--- src/rtl/tt800rg_pkg.sv ---
// Shared constants and helper functions for the TT800 generator.
// No dependencies; imported by every module of the block.
`timescale 1ns / 1ps

package tt800rg_pkg;

	localparam int WORDS      = 25;
	localparam int MID        = 18;
	localparam int SHIFT_OFF  = WORDS - MID;
	localparam int WORD_W     = 32;
	localparam int IDX_W      = $clog2(WORDS);

	localparam logic [WORD_W-1:0] TWIST_MASK  = 32'h8EBF_D028;
	localparam logic [WORD_W-1:0] LCG_MUL     = 32'h41C6_4E6D;
	localparam logic [WORD_W-1:0] LCG_ADD     = 32'h0000_3039;
	localparam logic [WORD_W-1:0] TEMPER_B    = 32'h2B5B_2500;
	localparam logic [WORD_W-1:0] TEMPER_C    = 32'hDB8B_0000;
	localparam logic [WORD_W-1:0] DEFAULT_SEED = 32'h0000_0001;

	typedef logic [WORD_W-1:0] word_t;

	typedef struct packed {
		logic start;
		logic step;
	} lcg_ctrl_t;

	function automatic word_t salt_word(input logic [IDX_W-1:0] idx);
		word_t w;
		unique case (idx)
			5'd0:    w = 32'h95F2_4DAB;
			5'd1:    w = 32'h0B68_5125;
			5'd2:    w = 32'hE76C_CAE7;
			5'd3:    w = 32'hAF3E_C239;
			5'd4:    w = 32'h715F_AD23;
			5'd5:    w = 32'h24A5_90AD;
			5'd6:    w = 32'h69E4_B5EF;
			5'd7:    w = 32'hBF45_6141;
			5'd8:    w = 32'h96BC_1B7B;
			5'd9:    w = 32'hA7BD_F825;
			5'd10:   w = 32'hC1DE_75B7;
			5'd11:   w = 32'h8858_A9C9;
			5'd12:   w = 32'h3DA8_7693;
			5'd13:   w = 32'hB657_F9DD;
			5'd14:   w = 32'hFFDC_8A9F;
			5'd15:   w = 32'h8121_DA71;
			5'd16:   w = 32'h8B82_3ECB;
			5'd17:   w = 32'h885D_05F5;
			5'd18:   w = 32'h4E20_CD47;
			5'd19:   w = 32'h5A9A_D5D9;
			5'd20:   w = 32'h512C_0C03;
			5'd21:   w = 32'hEA85_7CCD;
			5'd22:   w = 32'h4CC1_D30F;
			5'd23:   w = 32'h8891_A9A1;
			5'd24:   w = 32'hA6B7_AADB;
			default: w = '0;
		endcase
		return w;
	endfunction

	function automatic word_t twist_word(input word_t partner, input word_t w);
		return partner ^ (w >> 1) ^ (w[0] ? TWIST_MASK : '0);
	endfunction

	function automatic word_t temper(input word_t w);
		word_t y;
		y = w;
		y = y ^ ((y << 7) & TEMPER_B);
		y = y ^ ((y << 15) & TEMPER_C);
		y = y ^ (y >> 16);
		return y;
	endfunction

endpackage

--- src/rtl/tt800rg_cell.sv ---
// One state word of the generator ring; shifts in its neighbor's word on enable.
// Depends on tt800rg_pkg.
`timescale 1ns / 1ps

module tt800rg_cell
	import tt800rg_pkg::*;
(
	input  logic  clk,
	input  logic  shift,
	input  word_t d,
	output word_t q
);

	word_t word_q;

	always_ff @(posedge clk) begin
		if (shift) begin
			word_q <= d;
		end
	end

	assign q = word_q;

endmodule

--- src/rtl/tt800rg_lcg.sv ---
// Seeding source: 32-bit LCG stepped once per cycle while ctrl.step is set, salted from the constant table.
// Depends on tt800rg_pkg.
`timescale 1ns / 1ps

module tt800rg_lcg
	import tt800rg_pkg::*;
(
	input  logic      clk,
	input  logic      arst_n,
	input  lcg_ctrl_t ctrl,
	input  word_t     seed,
	output word_t     word
);

	word_t            x_q;
	logic [IDX_W-1:0] idx_q;
	word_t            x_next;
	word_t            salt;
	word_t            mixed;

	assign x_next = x_q * LCG_MUL + LCG_ADD;
	assign salt   = salt_word(idx_q);
	assign mixed  = x_next ^ salt;
	// an all-zero word would stall the twist, so fall back to the salt
	assign word   = (mixed == '0) ? salt : mixed;

	always_ff @(posedge clk) begin
		if (ctrl.start) begin
			x_q <= seed;
		end else if (ctrl.step) begin
			x_q <= x_next;
		end
	end

	always_ff @(posedge clk or negedge arst_n) begin
		if (!arst_n) begin
			idx_q <= '0;
		end else if (ctrl.start) begin
			idx_q <= '0;
		end else if (ctrl.step) begin
			idx_q <= idx_q + IDX_W'(1);
		end
	end

endmodule

--- src/rtl/tt800rg_random_generator_top.sv ---
// TT800 generator: the user should know that a draw transaction returns one tempered
// 32-bit word and is taken in a single cycle, back to back while the result register drains,
// because the 25 state words form a ring of cells that shifts once per draw with the twist
// feedback computed from the head word and the word seven cells down. A reseed transaction
// returns nothing and keeps the block busy while it loads 25 LCG words (one 32x32 multiply
// per cycle) and then applies 25 twist shifts. A draw arriving before any reseed first seeds
// with 1, so its word appears only after that seeding is done.
// Depends on tt800rg_pkg, tt800rg_cell and tt800rg_lcg.
`timescale 1ns / 1ps

module tt800_random_generator_top
	import tt800rg_pkg::*;
(
	input  logic        clk,
	input  logic        arst_n,
	input  logic        item_valid,
	output logic        item_ready,
	input  logic        action,
	input  logic [31:0] seed,
	output logic        result_valid,
	input  logic        result_ready,
	output logic [31:0] value
);

	localparam logic [1:0] ST_IDLE  = 2'd0;
	localparam logic [1:0] ST_LOAD  = 2'd1;
	localparam logic [1:0] ST_TWIST = 2'd2;
	localparam logic [1:0] ST_DRAW  = 2'd3;

	logic [1:0]       state_q;
	logic [IDX_W-1:0] cnt_q;
	logic             seeded_q;
	logic             pending_q;
	logic             value_valid_q;
	word_t            value_q;

	word_t            words [WORDS];
	word_t            lcg_word;
	word_t            tail;
	lcg_ctrl_t        lcg_ctrl;
	logic             item_fire;
	logic             draw_fire;
	logic             shift;
	logic             slot_free;
	logic             cnt_last;

	assign slot_free  = !value_valid_q || result_ready;
	assign item_ready = (state_q == ST_IDLE) && slot_free;
	assign item_fire  = item_valid && item_ready;
	assign draw_fire  = (item_fire && !action && seeded_q) || (state_q == ST_DRAW);
	assign shift      = (state_q == ST_LOAD) || (state_q == ST_TWIST) || draw_fire;
	assign cnt_last   = (cnt_q == IDX_W'(WORDS - 1));

	assign lcg_ctrl.start = item_fire && (action || !seeded_q);
	assign lcg_ctrl.step  = (state_q == ST_LOAD);

	// draws keep twisting in the same ring, so every 25 draws the ring holds the next state
	assign tail = (state_q == ST_LOAD) ? lcg_word : twist_word(words[SHIFT_OFF], words[0]);

	tt800rg_lcg u_lcg (
		.clk    (clk),
		.arst_n (arst_n),
		.ctrl   (lcg_ctrl),
		.seed   (action ? seed : DEFAULT_SEED),
		.word   (lcg_word)
	);

	for (genvar i = 0; i < WORDS; i++) begin : g_cell
		if (i == WORDS - 1) begin : g_tail
			tt800rg_cell u_cell (.clk(clk), .shift(shift), .d(tail), .q(words[i]));
		end else begin : g_body
			tt800rg_cell u_cell (.clk(clk), .shift(shift), .d(words[i+1]), .q(words[i]));
		end
	end

	always_ff @(posedge clk or negedge arst_n) begin
		if (!arst_n) begin
			state_q   <= ST_IDLE;
			cnt_q     <= '0;
			seeded_q  <= 1'b0;
			pending_q <= 1'b0;
		end else begin
			unique case (state_q)
				ST_IDLE: begin
					if (lcg_ctrl.start) begin
						state_q   <= ST_LOAD;
						cnt_q     <= '0;
						pending_q <= !action;
					end
				end
				ST_LOAD: begin
					cnt_q <= cnt_last ? '0 : cnt_q + IDX_W'(1);
					if (cnt_last) begin
						state_q <= ST_TWIST;
					end
				end
				ST_TWIST: begin
					cnt_q <= cnt_last ? '0 : cnt_q + IDX_W'(1);
					if (cnt_last) begin
						seeded_q  <= 1'b1;
						pending_q <= 1'b0;
						state_q   <= pending_q ? ST_DRAW : ST_IDLE;
					end
				end
				ST_DRAW: begin
					state_q <= ST_IDLE;
				end
				default: begin
					state_q <= ST_IDLE;
				end
			endcase
		end
	end

	always_ff @(posedge clk or negedge arst_n) begin
		if (!arst_n) begin
			value_valid_q <= 1'b0;
		end else if (draw_fire) begin
			value_valid_q <= 1'b1;
		end else if (result_ready) begin
			value_valid_q <= 1'b0;
		end
	end

	always_ff @(posedge clk) begin
		if (draw_fire) begin
			value_q <= temper(words[0]);
		end
	end

	assign result_valid = value_valid_q;
	assign value        = value_q;

	// a draw never overwrites a result still waiting to be taken
	a_draw_slot: assert property (@(posedge clk) disable iff (!arst_n)
		draw_fire |-> slot_free)
		else $error("draw overwrote pending result");

	// the deferred draw only runs on a freshly seeded ring
	a_draw_seeded: assert property (@(posedge clk) disable iff (!arst_n)
		(state_q == ST_DRAW) |-> seeded_q)
		else $error("deferred draw before seeding");

	// a reseed transaction accepted with no result pending produces no result in the next cycle
	a_reseed_silent: assert property (@(posedge clk) disable iff (!arst_n)
		(item_fire && action && !value_valid_q) |=> !value_valid_q)
		else $error("reseed produced a result");

	// a pending draw only exists while seeding is in progress
	a_pending_busy: assert property (@(posedge clk) disable iff (!arst_n)
		pending_q |-> ((state_q == ST_LOAD) || (state_q == ST_TWIST)))
		else $error("stale pending draw");

endmodule

--- config.mk ---
export PLATFORM = sky130hd
export DESIGN_NAME = tt800_random_generator_top
export DESIGN_NICKNAME = d
export VERILOG_FILES = /design/src/rtl/tt800rg_pkg.sv /design/src/rtl/tt800rg_cell.sv /design/src/rtl/tt800rg_lcg.sv /design/src/rtl/tt800rg_random_generator_top.sv
export SDC_FILE = /design/constraint.sdc
export NUM_CORES = 1
export LEC_CHECK = 0
export BUFFER_PORTS_ARGS = -buffer_cell sky130_fd_sc_hd__buf_2
export CAP_MARGIN = 20
export CORE_MARGIN = 2
export CORE_UTILIZATION = 55
export DETAILED_ROUTE_END_ITERATION = 12
export PLACE_DENSITY = 0.71
export SLEW_MARGIN = 15
export SYNTH_ARGS = -nofsm -noshare
export SYNTH_HDL_FRONTEND = slang
export SYNTH_HIERARCHICAL = 1
export SYNTH_SLANG_ARGS = --single-unit
--- constraint.sdc ---
create_clock -name clk -period 49.6 [get_ports clk]
set_input_delay 2.48 -clock clk [delete_from_list [all_inputs] [get_ports clk]]
set_output_delay 2.48 -clock clk [all_outputs]
set_load 0.02 [all_outputs]
==> impl_results.md, run 1 <==
- Status: finished clean
- WL/cell: 22.3 um
- Min Tclk post-route: between 9000 and 10000 ps
- R2r startpoint: u_lcg/x_q[4]$_DFFE_PP_
- Critical Path End Type: flop
- CTS Hold Bufs: 0
- N_diodes: 0
- Initial DRC count: 1735
- Yosys warning count: 6
- Share of cells above drive strength 1: a little under a tenth
- Vias in the first global route: 20809
- CTS tree: yes
- EDFF count, synth: 864
- Netlist Area Pre-Place: 0.0406 mm^2
- Area of the multi-input gates: 0.0124 mm^2
- Adder-cell share of the synthesized area: roughly 16%
- Worst Path Max Fanout: 29
- Initial antenna violation count: 2
- Port-buffer cells: 70
- Crit path largest cell delay: around 750 ps
- Async set-reset flop share out of synthesis: 1.71%
- Worst R2R Path Depth: 28
- Routability congestion estimate: between 0.9 and 1
- Die ar.: 0.0760 mm^2
- Post-CTS setup buffer count: 0
- Total Routing Usage GR: a little under a quarter
- Slew at the pin with the worst max-slew slack: 1170 ps
- Hold path cells: 0
- Clock sink count: 879
- Synthesized netlist cell count: about 2700
- Initial Util: 55.6%
- Register Area: about 0.026 mm^2
- Avg Inst Size Synth: 15.3 um^2
- WL final: 84800 um
- Total gr overflow: 0
- Finished Layout Cells: between 3000 and 4000
- Worst skew pair latency: ~650 ps
- Final hold vios: 0
- Xor/xnor share of the synthesized area: about 3.7%
- Die height: 276 um
- Final Slew Violations: 0
- Global routing usage on met3: 3.16%
- Largest net degree at the start of global routing: around 210
- Mux contribution to synthesized area: 0.586%
- Worst reg2reg path endpoint: g_cell[24].g_tail.u_cell/q[10]$_DFFE_PP_
- Worst hold endpoint: g_cell[21].g_body.u_cell/q[31]$_DFFE_PP_
- RSZ-0062 raised after global routing: false
- GRT met2 Usage: 35.9%
- R2r setup slk: 40480 ps
- Post-Place Cells: 3640
- Worst Skew: roughly 49 ps
- Hold Path Origin: g_cell[22].g_body.u_cell/q[31]$_DFFE_PP_
- CTS H-tree lvls: 3
- Most used cell, CP: fa_1
- Busiest grt layer: met2
- Setup violators final: 0
- Setup crit start kind: flop
- CTS Buffer Depth: 3
- Dpl hpwl: 60300 um
- Number of synthesized register bits: 879
- GRT met1 Usage: 33.9%
- Largest family of logic cells by synthesized area: adder cells
- Core ar.: 0.0730 mm^2
- Final ANT Viol Nets: 0
- DRC: 0
- CTS Buf Count: 86
- Drt via density: 5.46
- Die X: 276 um
- Worst Path Arrival: 9570 ps
- Setup CP Type: reg -> reg
- Max Cap Viol: 0
- Clock-pin slew of the registers on the worst-case setup and hold paths: 70 ps
- Syn nets: 3105
- TNS Setup: 0 ps
- CP Data Required Time: 50050 ps
- CP max-delay cell: a211oi_1
- Sequential area share after synthesis: 64.9%
- Period utilization: 18.4%
- Fin nets: 3218
- Area Growth Syn to Fin: 10.7%
- Most used flip-flop cell after synthesis: edfxtp_1
- Relative slew slack: 22.2%
- Simple-Gate Fraction of Synth Area: 4.66%
- Drt first pass iters: 5
- Fmax: 0.110 GHz
- Via count: 20723
- Layout filler cell count: 5311
- Clock Root Buffer: clkbuf_16
- First-pass GRT wire length: 127000 um
- CTS resizes: 0
- Number of cell rows: between 90 and 100
- Synth Area in Compound Gates: 5.37%
- Worst hold path type: reg -> reg
- Synth cell types: 89
- Ports: 71
logic make-up after synthesis:
group / after synthesis
buf+inv: 490
mux: 22
flops: 879
simple gates: 366
compound gates: 324
fa+ha+maj: 410
xor+xnor: 167
registers in the layout, summed over array words and instances, names as in the netlist:
| name | count |
|---|---|
| u_lcg/x_q | 32 |
| value | 32 |
| seeded_q | 1 |
| pending_q | 1 |
| state_q | 2 |
| cnt_q | 5 |
| u_lcg/idx_q | 5 |
| g_cell.g_tail.u_cell/q | 32 |
| g_cell.g_body.u_cell/q | 768 |
| result_valid | 1 |
synthesized netlist by cell type (4+ instances only):
library cell    n  area, um^2
ha_1          222        2780
o211ai_1       14         105
edfxtp_1      864       25900
dfrtp_1        15         375
and4_1          4        35.0
or3_1           4        25.0
a221oi_1        5        43.8
clkbuf_1       37         139
a31oi_1        14        87.6
a21boi_0        4        30.0
buf_2          20         100
mux2_2         14         158
mux2i_1         8        80.1
nand2b_1       25         156
xnor2_1       104         911
o21bai_1        4        30.0
fa_1          188        3760
o21ai_0        93         465
inv_1         423        1590
o311ai_0        4        35.0
nor2_1         65         244
o32ai_1         5        43.8
o22ai_1         8        50.1
o21a_1         16         120
nand2_1       107         402
nor3_1         13        65.1
o221ai_1        6        52.6
a21oi_2        11        96.3
nand3b_1        5        37.5
xor2_1         58         508
or2_2           9        56.3
and2_1         60         375
a21o_1         11        82.6
a211oi_1       11        82.6
nor2b_1        13        81.3
and3_1          8        50.1
a211o_1         5        43.8
a21oi_1        61         305
o31ai_1         4        30.0
nand4_1        11        68.8
o2111ai_1       9        78.8
nand3_1        22         110
metrics by stage:
stage,hold slack (ps),instance area (um^2),utilization (%),setup slack (ps)
global route,393,44900,61.5,39970
finish,391,44900,61.5,40480
floorplan,400,40600,-,27060
global placement,400,42000,57.5,40760
CTS,384,44800,61.5,40530
detailed placement,405,42000,57.6,40570
how the worst max path moves through the flow:
stage | start | to | slack [ps] | cells after the start
6_report | u_lcg/x_q[4]$_DFFE_PP_ | g_cell[24].g_tail.u_cell/q[10]$_DFFE_PP_ | 40480 | 28
5_1_grt | u_lcg/x_q[4]$_DFFE_PP_ | g_cell[24].g_tail.u_cell/q[10]$_DFFE_PP_ | 39970 | 28
4_1_cts | u_lcg/x_q[4]$_DFFE_PP_ | g_cell[24].g_tail.u_cell/q[6]$_DFFE_PP_ | 40530 | 28
3_5_place_dp | u_lcg/x_q[4]$_DFFE_PP_ | g_cell[24].g_tail.u_cell/q[6]$_DFFE_PP_ | 40570 | 28
3_3_place_gp | u_lcg/x_q[4]$_DFFE_PP_ | g_cell[24].g_tail.u_cell/q[27]$_DFFE_PP_ | 40760 | 28
2_1_floorplan | result_ready | g_cell[0].g_body.u_cell/q[0]$_DFFE_PP_ | 27060 | 4
final cells by class:
class / instances / share of cell area, %
multi-input cells: 1289 / 27.5
flip-flops and latches: 879 / 58.6
inverters: 423 / 3.54
well taps: 959 / 2.67
clock buffers: 100 / 5.00
clock inverters: 55 / 1.35
repair buffers: 92 / 1.28
cells in the final DEF, fill, tap and decap left out, types with 8 or more instances in the layout:
| master | instances |
|---|---|
| dfrtp_1 | 15 |
| a21o_1 | 11 |
| mux2i_1 | 8 |
| o211ai_1 | 14 |
| clkbuf_1 | 11 |
| or2_2 | 9 |
| a31oi_1 | 14 |
| clkbuf_16 | 87 |
| a21oi_1 | 61 |
| ha_1 | 221 |
| nor2b_1 | 13 |
| and2_1 | 60 |
| xnor2_1 | 104 |
| and3_1 | 8 |
| nand3_1 | 22 |
| buf_2 | 70 |
| inv_1 | 422 |
| nor3_1 | 13 |
| edfxtp_1 | 864 |
| fa_1 | 188 |
| o21ai_0 | 93 |
| o22ai_1 | 8 |
| a211oi_1 | 11 |
| o21a_1 | 16 |
| nand2_1 | 107 |
| mux2_2 | 14 |
| nor2_1 | 65 |
| a21oi_2 | 11 |
| clkinv_2 | 16 |
| o2111ai_1 | 9 |
| bufinv_16 | 8 |
| clkinv_1 | 19 |
| xor2_1 | 58 |
| nand4_1 | 11 |
| buf_4 | 18 |
| nand2b_1 | 24 |
worst max-delay path: cells and delay by family, from the launching register on:
kind                     cells  cell delay, ps
buffers and inverters        5             250
AO/OA/AOI/OAI                9            2360
AND/OR/NAND/NOR              4            1240
XOR/XNOR                     1             340
flip-flops                   1             730
adder cells (fa/ha/maj)      9            4000
routing by layer:
layer,vias to the layer above,routed length [um]
met5,-,0
met4,0,2080
met3,121,4040
met2,547,39600
met1,10516,39100
li1,9539,-
Power of run 1 is left out: the tool's default activity adds up to more than one toggle a clock period on the data nets, which glitch-free logic cannot reach.
==> run 2: changes to the inputs <==
Settings changed: PLACE_DENSITY 0.71 to 0.74.
Clock period 49.6 ns to 7.86 ns, I/O delays scaled along.
==> run 2 against run 1 <==
Cell area grew 2.5%. Critical path depth up 1. Routed wire length is 3.2% higher. Cell count is 2.8% higher. Global-route usage increased by 0.52 points. Non-clock buffer count up 108. Worst hold slack worse by 240 ps. Via count grew 2.2%. Largest cell class unchanged.
==> impl_results.md, run 2 (synthesized netlist as in run 1, its figures left out) <==
- Fmax: 0.130 GHz
- CP Data Required Time: 8320 ps
- Final Slew Violations: 0
- Largest net degree at the start of global routing: ~220
- Total gr overflow: 0
- Total Routing Usage GR: 23.4%
- Die height: 276 um
- Worst skew pair latency: 650 ps
- Share of cells above drive strength 1: 15.0%
- Setup CP Type: reg -> reg
- Min Tclk post-route: around 7700 ps
- Routability congestion estimate: 0.916
- CTS Buffer Depth: 3
- Setup WS pre-CTS: -12.6 ps
- Slew at the pin with the worst max-slew slack: 1090 ps
- Area Growth Syn to Fin: 13.5%
- Vias in the first global route: roughly 21000
- N_diodes: 0
- Clock-pin slew of the registers on the worst-case setup and hold paths: 70 ps
- Critical Path End Type: flop
- Clock sink count: 879
- WL/cell: 22.4 um
- Initial Util: 55.6%
- Initial DRC count: 1838
- Commonest cells after routing, fill and taps aside: edfxtp_1 (864), inv_1 (421), ha_1 (196)
- Worst Skew: 41.3 ps
- Core ar.: 0.0730 mm^2
- First-pass GRT wire length: 130000 um
- Worst hold path type: in -> reg
- CTS Buf Count: 84
- Layout filler cell count: roughly 5200
- Relative slew slack: 27.4%
- Drt via density: between 5 and 6
- Period utilization: 97.8%
- Max Cap Viol: 0
- R2r setup slk: 180 ps
- Status: finished clean
- Drt first pass iters: 7
- CTS tree: yes
- DRC: 0
- Die X: 276 um
- Number of cell rows: roughly 100
- CP max-delay cell: fa_1
- Dpl hpwl: between 60000 and 70000 um
- Final ANT Viol Nets: 0
- Worst Path Max Fanout: 22
- Setup violators final: 0
- Port-buffer cells: 70
- Finished Layout Cells: between 3000 and 4000
- Via count: 21186
- Most used cell, CP: fa_1
- Clock Root Buffer: clkbuf_16
- Die ar.: 0.0760 mm^2
- Ports: 71
- Worst Path Arrival: between 8000 and 9000 ps
- Final Worst Setup Slack: 176 ps
- Post-Place Cells: 3725
- WL final: 87500 um
- Setup crit start kind: flop
- CTS H-tree lvls: 3
- Area of the multi-input gates: ~0.013 mm^2
- Initial antenna violation count: 1
- Final hold vios: 0
- Crit path largest cell delay: 570 ps
- Fin nets: 3324
- Register Area: 0.0263 mm^2
- Commonest non-fill, non-tap cell in the layout: edfxtp_1
- Max reg flops: 768
## run 2: cell count changes in the layout (fill, tap and decap cells not counted), moves of 9 or more
cell,change
buf_4,+107
ha_1,-25
ha_4,+17
a21oi_1,-11
a21oi_2,+11
clkbuf_1,+9
## run 2: final cells by class
type                    instances  area share, %
clock inverters                48           1.05
repair buffers                200           2.99
clock buffers                 107           4.82
flip-flops and latches        879           57.2
multi-input cells            1289           27.9
inverters                     423           3.45
well taps                     959           2.61
## run 2: critical path: cells and delay by family, from the launching register on
| kind | cells | cell delay (ps) |
|---|---|---|
| AO/OA/AOI/OAI | 6 | 980 |
| adder cells (fa/ha/maj) | 9 | 3790 |
| flip-flops | 1 | 450 |
| AND/OR/NAND/NOR | 5 | 940 |
| XOR/XNOR | 1 | 170 |
| buffers and inverters | 8 | 1180 |
## run 2: what timing repair did
| action | in CTS | in global routing |
|---|---|---|
| pin swaps | 0 | 27 |
| setup endpoints to repair | 7 | 32 |
| setup buffers | 0 | 24 |
| hold buffers | 1 | 0 |
| gates resized for setup | 2 | 93 |
| endpoints found under the hold margin | 15 | 0 |
## run 2: routing by layer
layer	GRT usage (%)	share of wire [%]	vias up
met5	0	0.011	-
met4	6.42	2.6	2
met3	3.32	4.9	127
met2	37.0	47	594
met1	34.3	46	10717
li1	-	-	9746
## run 2: per-stage QoR
stage | util, % | setup TNS (ps) | hold slack (ps) | area, um^2
after floorplan | - | 0 | 97.4 | 40600
after global placement | 58.5 | 0 | 312 | 42700
after detailed placement | 58.5 | -12.6 | 322 | 42700
after CTS | 62.2 | 0 | 119 | 45400
after global routing | 63.1 | -1120 | 149 | 46000
final | 63.1 | 0 | 150 | 46000
## run 2: final timing paths
check	start	end	cells past startpoint
worst max-delay path	u_lcg/x_q[7]$_DFFE_PP_	g_cell[24].g_tail.u_cell/q[15]$_DFFE_PP_	29
worst min-delay path	seed[21]	u_lcg/x_q[21]$_DFFE_PP_	4
worst max register to register	u_lcg/x_q[7]$_DFFE_PP_	g_cell[24].g_tail.u_cell/q[15]$_DFFE_PP_	29
worst min register to register	g_cell[15].g_body.u_cell/q[25]$_DFFE_PP_	g_cell[14].g_body.u_cell/q[25]$_DFFE_PP_	0
max in group asynchronous	arst_n	u_lcg/idx_q[1]$_DFFE_PN0P_	2
min in group asynchronous	arst_n	seeded_q$_DFFE_PN0P_	2
Power of run 2 is left out for the same reason.
